## src/dtoi_pkg.sv

```systemverilog
// Shared types and constants for the decimal text to integer unit.
package dtoi_pkg;

    localparam int QUEUE_DEPTH = 4;

    localparam logic [1:0] CLS_SPACE = 2'd0;
    localparam logic [1:0] CLS_SIGN  = 2'd1;
    localparam logic [1:0] CLS_DIGIT = 2'd2;
    localparam logic [1:0] CLS_OTHER = 2'd3;

    localparam logic [7:0] CH_ZERO  = 8'h30;
    localparam logic [7:0] CH_NINE  = 8'h39;
    localparam logic [7:0] CH_PLUS  = 8'h2B;
    localparam logic [7:0] CH_MINUS = 8'h2D;
    localparam logic [7:0] CH_SPACE = 8'h20;
    localparam logic [7:0] CH_TAB   = 8'h09;
    localparam logic [7:0] CH_CR    = 8'h0D;

    localparam logic [63:0] MAX32 = 64'h0000_0000_7FFF_FFFF;
    localparam logic [63:0] MIN32 = 64'hFFFF_FFFF_8000_0000;
    localparam logic [63:0] MAX64 = 64'h7FFF_FFFF_FFFF_FFFF;
    localparam logic [63:0] MIN64 = 64'h8000_0000_0000_0000;
    localparam logic [63:0] DIV32 = MAX32 / 64'd10;
    localparam logic [63:0] DIV64 = MAX64 / 64'd10;
    localparam logic [3:0]  REM32 = 4'(MAX32 % 64'd10);
    localparam logic [3:0]  REM64 = 4'(MAX64 % 64'd10);

    typedef struct packed {
        logic       start;
        logic [1:0] cls;
        logic       minus;
        logic [3:0] digit;
    } entry_t;

endpackage

```

## src/dtoi_char_if.sv

```systemverilog
// Character channel: one byte of text per item.
interface dtoi_char_if;
    logic       valid;
    logic       ready;
    logic [7:0] char_code;
    logic       string_start;

    modport source (output valid, char_code, string_start, input ready);
    modport sink   (input valid, char_code, string_start, output ready);
endinterface

```

## src/dtoi_result_if.sv

```systemverilog
// Result channel: one converted integer per item.
interface dtoi_result_if;
    logic               valid;
    logic               ready;
    logic signed [63:0] value;
    logic               saturated;

    modport source (output valid, value, saturated, input ready);
    modport sink   (input valid, value, saturated, output ready);
endinterface

```

## src/dtoi_front.sv

```systemverilog
// Front end: takes characters and classifies them for the queue.
module dtoi_front (
    dtoi_char_if.sink      char_in,
    input  logic           q_full,
    output logic           q_push,
    output dtoi_pkg::entry_t q_entry
);
    import dtoi_pkg::*;

    logic [7:0] c;
    logic       is_digit;
    logic       is_space;
    logic       is_sign;

    assign c        = char_in.char_code;
    assign is_digit = (c >= CH_ZERO) && (c <= CH_NINE);
    assign is_space = (c == CH_SPACE) || ((c >= CH_TAB) && (c <= CH_CR));
    assign is_sign  = (c == CH_PLUS) || (c == CH_MINUS);

    assign char_in.ready = !q_full;
    assign q_push        = char_in.valid && !q_full;

    always_comb
    begin
        q_entry.start = char_in.string_start;
        q_entry.minus = (c == CH_MINUS);
        q_entry.digit = 4'(c - CH_ZERO);
        priority if (is_space)
        begin
            q_entry.cls = CLS_SPACE;
        end
        else if (is_sign)
        begin
            q_entry.cls = CLS_SIGN;
        end
        else if (is_digit)
        begin
            q_entry.cls = CLS_DIGIT;
        end
        else
        begin
            q_entry.cls = CLS_OTHER;
        end
    end
endmodule

```

## src/dtoi_queue.sv

```systemverilog
// Short FIFO of classified characters between front and back.
module dtoi_queue #(
    parameter int DEPTH = dtoi_pkg::QUEUE_DEPTH
) (
    input  logic             clk,
    input  logic             rst_n,
    input  logic             push,
    input  dtoi_pkg::entry_t push_entry,
    input  logic             pop,
    output logic             full,
    output logic             head_valid,
    output dtoi_pkg::entry_t head_entry
);
    import dtoi_pkg::*;

    localparam int PTR_W = (DEPTH > 1) ? $clog2(DEPTH) : 1;
    localparam int CNT_W = $clog2(DEPTH + 1);
    localparam logic [PTR_W-1:0] LAST = PTR_W'(DEPTH - 1);
    localparam logic [CNT_W-1:0] FULL_CNT = CNT_W'(DEPTH);

    entry_t           mem_reg [DEPTH];
    logic [PTR_W-1:0] wr_ptr_reg, wr_ptr_next;
    logic [PTR_W-1:0] rd_ptr_reg, rd_ptr_next;
    logic [CNT_W-1:0] count_reg, count_next;
    logic             do_pop;

    assign full       = (count_reg == FULL_CNT);
    assign head_valid = (count_reg != '0);
    assign head_entry = mem_reg[rd_ptr_reg];
    assign do_pop     = pop && head_valid;

    always_comb
    begin
        wr_ptr_next = wr_ptr_reg;
        rd_ptr_next = rd_ptr_reg;
        count_next  = count_reg;
        if (push)
        begin
            wr_ptr_next = (wr_ptr_reg == LAST) ? '0 : wr_ptr_reg + 1'b1;
        end
        if (do_pop)
        begin
            rd_ptr_next = (rd_ptr_reg == LAST) ? '0 : rd_ptr_reg + 1'b1;
        end
        if (push && !do_pop)
        begin
            count_next = count_reg + 1'b1;
        end
        else if (do_pop && !push)
        begin
            count_next = count_reg - 1'b1;
        end
    end

    always_ff @(posedge clk or negedge rst_n)
    begin
        if (!rst_n)
        begin
            wr_ptr_reg <= '0;
            rd_ptr_reg <= '0;
            count_reg  <= '0;
        end
        else
        begin
            wr_ptr_reg <= wr_ptr_next;
            rd_ptr_reg <= rd_ptr_next;
            count_reg  <= count_next;
        end
    end

    always_ff @(posedge clk)
    begin
        if (push)
        begin
            mem_reg[wr_ptr_reg] <= push_entry;
        end
    end
endmodule

```

## src/dtoi_back.sv

```systemverilog
// Back end: parser state, digit accumulation, saturation and result register.
module dtoi_back (
    input  logic             clk,
    input  logic             rst_n,
    input  logic             width_mode,
    input  logic             head_valid,
    input  dtoi_pkg::entry_t head_entry,
    output logic             pop,
    dtoi_result_if.source    result_out
);
    import dtoi_pkg::*;

    localparam logic [1:0] PH_SKIP = 2'd0;
    localparam logic [1:0] PH_NUM  = 2'd1;
    localparam logic [1:0] PH_DONE = 2'd2;

    logic [1:0]  phase_reg, phase_next;
    logic        neg_reg, neg_next;
    logic [63:0] mag_reg, mag_next;
    logic        out_valid_reg, out_valid_next;
    logic [63:0] value_reg, value_next;
    logic        sat_reg, sat_next;

    logic [1:0]  ph;
    logic        neg;
    logic [63:0] mag;
    logic [63:0] mx, mn, dv;
    logic [3:0]  rm;
    logic        emit;
    logic        sat;
    logic        ovf;
    logic        number;

    assign pop = head_valid && (!out_valid_reg || result_out.ready);

    assign mx = width_mode ? MAX64 : MAX32;
    assign mn = width_mode ? MIN64 : MIN32;
    assign dv = width_mode ? DIV64 : DIV32;
    assign rm = width_mode ? REM64 : REM32;

    assign ph  = head_entry.start ? PH_SKIP : phase_reg;
    assign neg = head_entry.start ? 1'b0 : neg_reg;
    assign mag = head_entry.start ? 64'd0 : mag_reg;
    assign ovf = (mag > dv) || ((mag == dv) && (head_entry.digit > rm));

    always_comb
    begin
        phase_next     = phase_reg;
        neg_next       = neg_reg;
        mag_next       = mag_reg;
        emit           = 1'b0;
        sat            = 1'b0;
        number         = 1'b0;
        if (pop)
        begin
            phase_next = ph;
            neg_next   = neg;
            mag_next   = mag;
            unique case (ph)
                PH_SKIP:
                begin
                    unique case (head_entry.cls)
                        CLS_SPACE: ;
                        CLS_SIGN:
                        begin
                            neg_next   = head_entry.minus;
                            phase_next = PH_NUM;
                        end
                        default:
                        begin
                            number = 1'b1;
                        end
                    endcase
                end
                PH_NUM:
                begin
                    number = 1'b1;
                end
                default: ;
            endcase
            if (number)
            begin
                phase_next = PH_NUM;
                if (head_entry.cls != CLS_DIGIT)
                begin
                    emit = 1'b1;
                end
                else if (ovf)
                begin
                    emit = 1'b1;
                    sat  = 1'b1;
                end
                else
                begin
                    mag_next = (mag << 3) + (mag << 1) + {60'd0, head_entry.digit};
                end
                if (emit)
                begin
                    phase_next = PH_DONE;
                end
            end
        end
    end

    always_comb
    begin
        out_valid_next = out_valid_reg;
        value_next     = value_reg;
        sat_next       = sat_reg;
        if (result_out.ready)
        begin
            out_valid_next = 1'b0;
        end
        if (emit)
        begin
            out_valid_next = 1'b1;
            sat_next       = sat || (mag > mx);
            if (sat_next)
            begin
                value_next = neg ? mn : mx;
            end
            else
            begin
                value_next = neg ? (64'd0 - mag) : mag;
            end
        end
    end

    always_ff @(posedge clk or negedge rst_n)
    begin
        if (!rst_n)
        begin
            phase_reg     <= PH_SKIP;
            neg_reg       <= 1'b0;
            mag_reg       <= '0;
            out_valid_reg <= 1'b0;
        end
        else
        begin
            phase_reg     <= phase_next;
            neg_reg       <= neg_next;
            mag_reg       <= mag_next;
            out_valid_reg <= out_valid_next;
        end
    end

    always_ff @(posedge clk)
    begin
        value_reg <= value_next;
        sat_reg   <= sat_next;
    end

    assign result_out.valid     = out_valid_reg;
    assign result_out.value     = value_reg;
    assign result_out.saturated = sat_reg;
endmodule

```

## src/decimal_text_to_integer_unit.sv

```systemverilog
// Top level of the decimal text to integer unit.
//
//  channel     dir  payload                      handshake
//  char_in     in   char_code[7:0], string_start valid/ready
//  result_out  out  value[63:0] (signed), saturated valid/ready
//  cfg         in   cfg_wdata (width_mode)       cfg_we, no wait
//
// One character per cycle sustained unless a result stalls; the back end's 64-bit
// times-ten add and limit compare are combinational, ahead of the accumulator register.
// With the queue empty and the result register free, the character that ends a
// number is written to the queue, popped by the back end and the result registered.
// Reset clears the parser, queue and result valid; the first string needs no start mark.
// A stalled result holds the back end; the front keeps taking items until the queue fills.
module decimal_text_to_integer_unit #(
    parameter int QUEUE_DEPTH = dtoi_pkg::QUEUE_DEPTH
) (
    input  logic             clk,
    input  logic             rst_n,
    input  logic             cfg_we,
    input  logic             cfg_wdata,
    dtoi_char_if.sink        char_in,
    dtoi_result_if.source    result_out
);
    import dtoi_pkg::*;

    logic   width_mode_reg;
    logic   q_full;
    logic   q_push;
    logic   q_pop;
    logic   q_head_valid;
    entry_t q_entry;
    entry_t q_head;

    always_ff @(posedge clk or negedge rst_n)
    begin
        if (!rst_n)
        begin
            width_mode_reg <= 1'b0;
        end
        else if (cfg_we)
        begin
            width_mode_reg <= cfg_wdata;
        end
    end

    dtoi_front u_front (
        .char_in (char_in),
        .q_full  (q_full),
        .q_push  (q_push),
        .q_entry (q_entry)
    );

    dtoi_queue #(
        .DEPTH (QUEUE_DEPTH)
    ) u_queue (
        .clk        (clk),
        .rst_n      (rst_n),
        .push       (q_push),
        .push_entry (q_entry),
        .pop        (q_pop),
        .full       (q_full),
        .head_valid (q_head_valid),
        .head_entry (q_head)
    );

    dtoi_back u_back (
        .clk        (clk),
        .rst_n      (rst_n),
        .width_mode (width_mode_reg),
        .head_valid (q_head_valid),
        .head_entry (q_head),
        .pop        (q_pop),
        .result_out (result_out)
    );

    a_sat32_limits: assert property (@(posedge clk) disable iff (!rst_n)
        (result_out.valid && result_out.saturated && !width_mode_reg) |->
        (result_out.value == MAX32 || result_out.value == MIN32))
        else $error("32-bit saturated result is not a limit");

    a_sat64_limits: assert property (@(posedge clk) disable iff (!rst_n)
        (result_out.valid && result_out.saturated && width_mode_reg) |->
        (result_out.value == MAX64 || result_out.value == MIN64))
        else $error("64-bit saturated result is not a limit");

    a_range32: assert property (@(posedge clk) disable iff (!rst_n)
        (result_out.valid && !width_mode_reg) |->
        (result_out.value[63:31] == '0 || result_out.value[63:31] == '1))
        else $error("32-bit result outside sign-extended range");

    a_no_pop_empty: assert property (@(posedge clk) disable iff (!rst_n)
        q_pop |-> q_head_valid)
        else $error("back end took an item from an empty queue");
endmodule
```

## src/flat_wrapper.sv

```systemverilog
// flat-port wrapper written by rule: the top's interface ports become plain ports
module decimal_text_to_integer_unit_flat import dtoi_pkg::*;
#(
    parameter int QUEUE_DEPTH = dtoi_pkg::QUEUE_DEPTH
)
  (clk, rst_n, cfg_we, cfg_wdata, char_in_valid, char_in_char_code, char_in_string_start, char_in_ready, result_out_valid, result_out_value, result_out_saturated, result_out_ready);
  dtoi_char_if char_in_i ();
  dtoi_result_if result_out_i ();
  input  logic clk;
  input  logic rst_n;
  input  logic cfg_we;
  input  logic cfg_wdata;
  input wire logic [$bits(char_in_i.valid)-1:0] char_in_valid;
  input wire logic [$bits(char_in_i.char_code)-1:0] char_in_char_code;
  input wire logic [$bits(char_in_i.string_start)-1:0] char_in_string_start;
  output wire logic [$bits(char_in_i.ready)-1:0] char_in_ready;
  output wire logic [$bits(result_out_i.valid)-1:0] result_out_valid;
  output wire logic [$bits(result_out_i.value)-1:0] result_out_value;
  output wire logic [$bits(result_out_i.saturated)-1:0] result_out_saturated;
  input wire logic [$bits(result_out_i.ready)-1:0] result_out_ready;
  assign char_in_i.valid = char_in_valid;
  assign char_in_i.char_code = char_in_char_code;
  assign char_in_i.string_start = char_in_string_start;
  assign char_in_ready = char_in_i.ready;
  assign result_out_valid = result_out_i.valid;
  assign result_out_value = result_out_i.value;
  assign result_out_saturated = result_out_i.saturated;
  assign result_out_i.ready = result_out_ready;
  decimal_text_to_integer_unit #(.QUEUE_DEPTH(QUEUE_DEPTH)) u_core (.clk(clk), .rst_n(rst_n), .cfg_we(cfg_we), .cfg_wdata(cfg_wdata), .char_in(char_in_i), .result_out(result_out_i));
endmodule
```

## config.mk

```make
export PLATFORM = sky130hd
export DESIGN_NAME = decimal_text_to_integer_unit_flat
export DESIGN_NICKNAME = d
export VERILOG_FILES = /design/src/dtoi_pkg.sv /design/src/dtoi_char_if.sv /design/src/dtoi_result_if.sv /design/src/dtoi_front.sv /design/src/dtoi_queue.sv /design/src/dtoi_back.sv /design/src/decimal_text_to_integer_unit.sv /design/src/flat_wrapper.sv
export SDC_FILE = /design/constraint.sdc
export NUM_CORES = 1
export LEC_CHECK = 0
export ABC_AREA = 1
export BUFFER_PORTS_ARGS = -buffer_cell sky130_fd_sc_hd__clkbuf_2
export CORE_ASPECT_RATIO = 0.5
export CORE_MARGIN = 5
export CORE_UTILIZATION = 30
export DETAILED_ROUTE_END_ITERATION = 8
export GPL_ROUTABILITY_DRIVEN = 0
export PLACE_DENSITY = 0.49
export SETUP_SLACK_MARGIN = 0.02
export SKIP_LAST_GASP = 1
export SYNTH_ARGS = -nofsm -noshare
export SYNTH_HDL_FRONTEND = slang
export SYNTH_SLANG_ARGS = --single-unit
```

## constraint.sdc

```tcl
create_clock -name clk -period 4.4 [get_ports clk]
set_input_delay 0.44 -clock clk [delete_from_list [all_inputs] [get_ports clk]]
set_output_delay 0.44 -clock clk [all_outputs]
set_load 0.03 [all_outputs]
```

### Yosys cells after proc, flatten, opt, wreduce, memory -nomap -nowiden

Memories as Yosys holds them, arrays and structs flattened.
Index checks and enable logic that the tools add are counted.

* reductions and logical operators: 23
* add/sub/neg operators: 8
* order comparisons: 7
* equality and inequality tests: 10
* mux-type cells: 41

Operators by type and width (count)
* $mux W64: 7
* $mux W63: 2
* $add A64 B4 Y64: 1
* $add A64 B64 Y64: 1
* $eq A64 B60 Y1: 1
* $gt A64 B60 Y1: 1
* $gt A64 B63 Y1: 1
* $sub A1 B64 Y64 const A: 1
* $mux W60: 1
* $eq A8 B6 Y1 const B: 3
* $mux W1: 19
* $mux W2: 9
* $ge A8 B4 Y1 const B: 1
* $ge A8 B6 Y1 const B: 1
* $le A8 B4 Y1 const B: 1
* $le A8 B6 Y1 const B: 1
* $logic_and A1 B1 Y1: 8
* $mux W3: 2
* $logic_or A1 B1 Y1: 5
* $add A2 B1 Y2 const B: 2
* $eq A2 B1 Y1 const B: 2
* $eq A2 B2 Y1 const B: 2
* $gt A4 B3 Y1 const B: 1
* $logic_not A1 Y1: 4
* other kinds (10): 12

* register bits after elaboration: 141
* logic and storage cells: 100
* memories: 1
* memory bits (writable): 32
* output and inout bits: 67
* input bits: 15

Memories
* u_core.u_queue.mem_reg: depth 4, bits a word 8, rd ports 1, clocked after Yosys merged registers in 0, wr ports 1, line dtoi_queue.sv:21 `entry_t mem_reg [DEPTH];`

### Logic depth before layout (Yosys ltp)

An unclocked memory read counts as a cell.

* depth after elaboration: 12
* gate-level depth with buffers: 31
* mapped depth without buffers: 29

### By module

A second synthesis with hierarchy kept.

* cells, all modules: 2771
* area, all modules: 17765.8 sq um

By module, submodules not included
* dtoi_back: area an instance 15800.2 sq um, times used 1, cells each 2577, seq. area each 3653.5 sq um
* dtoi_queue: area an instance 1726.7 sq um, times used 1, cells each 148, seq. area each 1136.1 sq um
* dtoi_front: area an instance 198.9 sq um, times used 1, cells each 41, seq. area each 0.0 sq um
* decimal_text_to_integer_unit: area an instance 40.0 sq um, times used 1, cells each 5, seq. area each 25.0 sq um

### Worst setup path before layout

OpenSTA, ideal clock, no wires.

* path type: reg-to-reg
* start: reg u_core.u_queue.rd_ptr_reg[0]
* end: reg u_core.u_back.sat_reg (netlist: u_core.u_back.result_out.saturated) (enable)
* arrival time: 4.170 ns
* library setup time: 0.419 ns
* data required time: 3.981 ns
* stages on the path, launching flop included: 25
* path slack: -0.189 ns
* cells stage by stage: dfrtp_1 -> buf_4 -> inv_4 -> nand2_2 -> nand3_2 -> nand2_4 -> buf_2 -> buf_2 -> buf_2 -> nand2_1 -> inv_1 -> ha_1 -> nand2_1 -> inv_1 -> nand3_1 -> nor2_1 -> nand2_1 -> nor2_1 -> nand2_1 -> nand2_2 -> nand2_2 -> buf_4 -> nand2_1 -> nand3_1 -> inv_1

* cells in the longest elaborated chain, start to end: 11

RTL lines
* start: declaration: line dtoi_queue.sv:23 `logic [PTR_W-1:0] rd_ptr_reg, rd_ptr_next;`
* start signal: assignment: line dtoi_queue.sv:66 `rd_ptr_reg <= rd_ptr_next;`
* $mem_v2 Z4 W8 (*)
* parallel branches: the longest is 8 deep, another holds $gt A64 B60 Y1
* $mux W1 (*): line dtoi_back.sv:81 `if (number)`
* $mux W1 (*): line dtoi_back.sv:54 `if (pop)`
* net u_core.u_back.emit: line dtoi_back.sv:29 `logic emit;`
* end signal: assignment: line dtoi_back.sv:150 `sat_reg <= sat_next;`
* end: declaration: line dtoi_back.sv:22 `logic sat_reg, sat_next;`

Mark *: on every way through the listed nets, which the timed path passes. The select of a mux whose other input is x is not followed.
A chain may end at the register's enable or synchronous reset.

### Worst setup path in the final report

* start: reg u_core.u_queue.rd_ptr_reg[0]
* end: reg u_core.u_back.mag_reg[41]

* cells in the longest elaborated chain, start to end: 8

RTL lines
* $mem_v2 Z4 W8 (*)
* parallel branches: the longest is 6 deep, another holds $add A64 B64 Y64
* $mux W64 (*): line dtoi_back.sv:81
* end signal: assignment: line dtoi_back.sv:142 `mag_reg <= mag_next;`
* end: declaration: line dtoi_back.sv:19 `logic [63:0] mag_reg, mag_next;`

Mark *: on every way between the ends. The select of a mux whose other input is x is not followed.

==> results.toml <==
[detailed_routing]
avgViaCountPerCell = 5.190
drt_iter0_drc = 1620
routed_wl_um = 64300
vias = 17130
drt-wirelength-per-cell_um = 19.48
drtPass1Iterations = 6
drc = 0
ant_nets = 0

[sta]
fin_crit_sh = 0.9376
setup_ws_ns = 0.2744
period_minus_slack_ns = 4.126
drv_slew = 0
rsz0062_at_grt = "yes"
fin_skew_ns = 0.01568
hold_viol = 0
setup_viol = 0
fmax_mhz = 242.4
worstMarginPinSlew_ns = 0.8639
slew_headroom = 0.4220

[floorplan]
ios = 82
die-area_um2 = 59580
die_h_um = 175.1
die_w_um = 340.2
core_area_um2 = 53830
num_rows = 60
initial_core_util = 0.3039

[setup_path]
worstPathMaxFanout = 47
crit_chain = "inv_4 > nand2_2 > nand3_2 > nand2_4 > inv_2 > buf_12 > nor2_1 > ha_1 > ha_1 > a21oi_1 > a21boi_0 > buf_4 > o21ai_1 > nand2_1 > nand2_1 > nand2_1 > nand2_1 > inv_1 > o21bai_1 > buf_4 > xor2_1 > o21ai_1 > nand2_1"
r2r_cells = 23
worst-path-stages = 23
path_common_cell = "nand2_1"
regToRegSetupSlack_ns = 0.27
cp_num_buf_inv = 6
r2r-end = "u_core.u_back.mag_reg[41]$_DFFE_PN0P_"
timing.rr.start = "u_core.u_queue.rd_ptr_reg[0]$_DFFE_PN0P_"
cp_slowest_cell = "dfrtp_1"
end_kind = "register"
critPathArrivalTime_ns = 4.47
critPathTopFamily = "simple AND/OR/NAND/NOR gates"
critPathKind = "reg2reg"
endpoint = "u_core.u_back.mag_reg[41]$_DFFE_PN0P_"
startpoint = "u_core.u_queue.rd_ptr_reg[0]$_DFFE_PN0P_"
crit_path_max_incr_delay_ns = 0.45
start_kind = "register"
crit_required_ns = 4.75

[power_and_ir_drop]
ir_worst_vdd_mv = 0.3598
power.leakage_nw = 9.141
p_per_area_nw_per_um2 = 859.0
power_w = 0.01633

[yosys]
synthAdderAreaFrac = 0.1271
synth-compound-area-share = 0.1651
synth_top_area_frac = 0.1781
async_reset_ff_frac = 0.4393
synth_top_family_by_area = "simple AND/OR/NAND/NOR gates"
seq_area_frac_synth = 0.2943
synth_edf_count = 97
netlist_top_cells_count = "nand2_1, nor2_1, inv_1, a21oi_1, ha_1"
synth-simple-area-share = 0.2992
syn_avg_cell_area_um2 = 6.807
yosys_warnings = 0
ys_seq_elements = 173
synth_area_leaders = "edfxtp_1, ha_1, nand2_1"
synthCells = 2403
yosysMostFrequentCell = "nand2_1"
ys_types = 53
syn_nets = 2583
synth_area_leader_cell = "edfxtp_1"
synth_xor_area_frac = 0.02891
syn_area_um2 = 16360
synth.area.mux_share = 0.001224
synth_top_flop_cell = "edfxtp_1"

[clock_tree]
path_clk_slew_ns = 0.07
clock_latency_ns = 0.47
cts_resized = 0
root_buffer = "clkbuf_16"
tritoncts = "yes"
cts_hold_buf = 0
ctsLongestPathBuffers = 2
h-tree-depth = 4
numCtsBuffers = 17
postCtsSetupBuffers = 0
clock-sinks = 173

[hold_path]
hp-class = "in2async"

[run_status]
outcome = "finished clean"

[placed_design]
dp_hpwl_um = 52480
io_buffers = 81
pre_cts_slack_ns = 0.2215

[layout]
n_antenna_cell = 0
final_util = 0.3531
drive_above_1_share = 0.1194
area_growth_pct = 16.19
layout.nets = 2756

[grt]
gr-total-overflow = 0
grt_pass1_vias = 16440
grtUsageTotal = 0.2128
grt_antenna_before_repair = 1
grt_max_degree = 70
grt_pass1_wl_um = 97670

[flow_run]
drv_cap = 0
-- cells in the final DEF (no fill, tap or decap), drive strengths merged, types with 8 or more instances in the layout --
master,synthesis,routed
a21o,9,9
a21oi,204,204
a31oi,14,14
buf,44,140
clkbuf,22,97
clkinv,1,8
dfrtp,76,76
edfxtp,97,97
ha,163,163
inv,270,274
nand2,524,524
nand3,141,141
nand3b,8,8
nand4,48,48
nor2,408,408
nor3,25,25
o211ai,11,11
o21a,12,12
o21ai,220,220
o21bai,10,10
or2,10,10
xnor2,20,20
xor2,34,34
-- worst min path at each step --
stage                                                 from                                  endpoint  slack [ns]  depth (start not counted)
global route                                         rst_n  u_core.u_queue.wr_ptr_reg[0]$_DFFE_PN0P_        0.09                          1
finish                                               rst_n  u_core.u_queue.wr_ptr_reg[0]$_DFFE_PN0P_        0.02                          1
CTS                                                  rst_n      u_core.u_back.mag_reg[0]$_DFFE_PN0P_        0.05                          1
floorplan                                            rst_n      u_core.u_back.mag_reg[0]$_DFFE_PN0P_        0.14                          0
global placement    u_core.u_back.phase_reg[0]$_DFFE_PN0P_    u_core.u_back.phase_reg[0]$_DFFE_PN0P_        0.48                          2
detailed placement   u_core.u_back.mag_reg[24]$_DFFE_PN0P_     u_core.u_back.mag_reg[24]$_DFFE_PN0P_        0.48                          2
-- metal layers --
metal,vias to the layer above,global-route usage,wire length (um)
li1,8397,-,-
met1,7991,0.3409,33380
met2,678,0.2729,23070
met3,64,0.05661,6534
met4,2,0.05177,1304
met5,-,0,13
-- power by group --
group,switching (W),total [W],leakage (nW),internal [W]
Clock,0.000754,0.00148,0.262,0.000731
Sequential,0.000507,0.00335,1.89,0.00284
Combinational,0.00796,0.0115,6.99,0.00354
Total,0.00922,0.0163,9.14,0.00711
-- kinds of logic (layout without fill, tap and decap cells) --
group                    Yosys count  after routing
multiplexers                       2              2
XOR/XNOR                          54             54
AO/OA/AOI/OAI                    500            500
AND/OR/NAND/NOR                 1172           1172
buffers and inverters            337            522
adder cells (fa/ha/maj)          165            165
flip-flops                       173            173
-- area by class of cell --
type	count	area [um^2]
timing repair buffer	220	1539
tap	713	892.1
inverter	271	1023
multi-input combinational	1893	10190
clock inverter	14	115.1
sequential	173	4816
fill	5834	34820
clock buffer	17	425.4
-- metrics by stage --
stage          instance area, um^2  cells   TNS (ns)  hold WS [ns]
4_1_cts                      18990   3301          0       0.05181
3_3_place_gp                 18450   3270          0        0.4788
5_1_grt                      19000   3301  -0.002275       0.09470
3_5_place_dp                 18450   3270          0        0.4843
2_1_floorplan                16360   2403          0        0.1444
6_report                     19000   3301          0       0.01866
No activity file was read; power rests on OpenSTA's default activity.
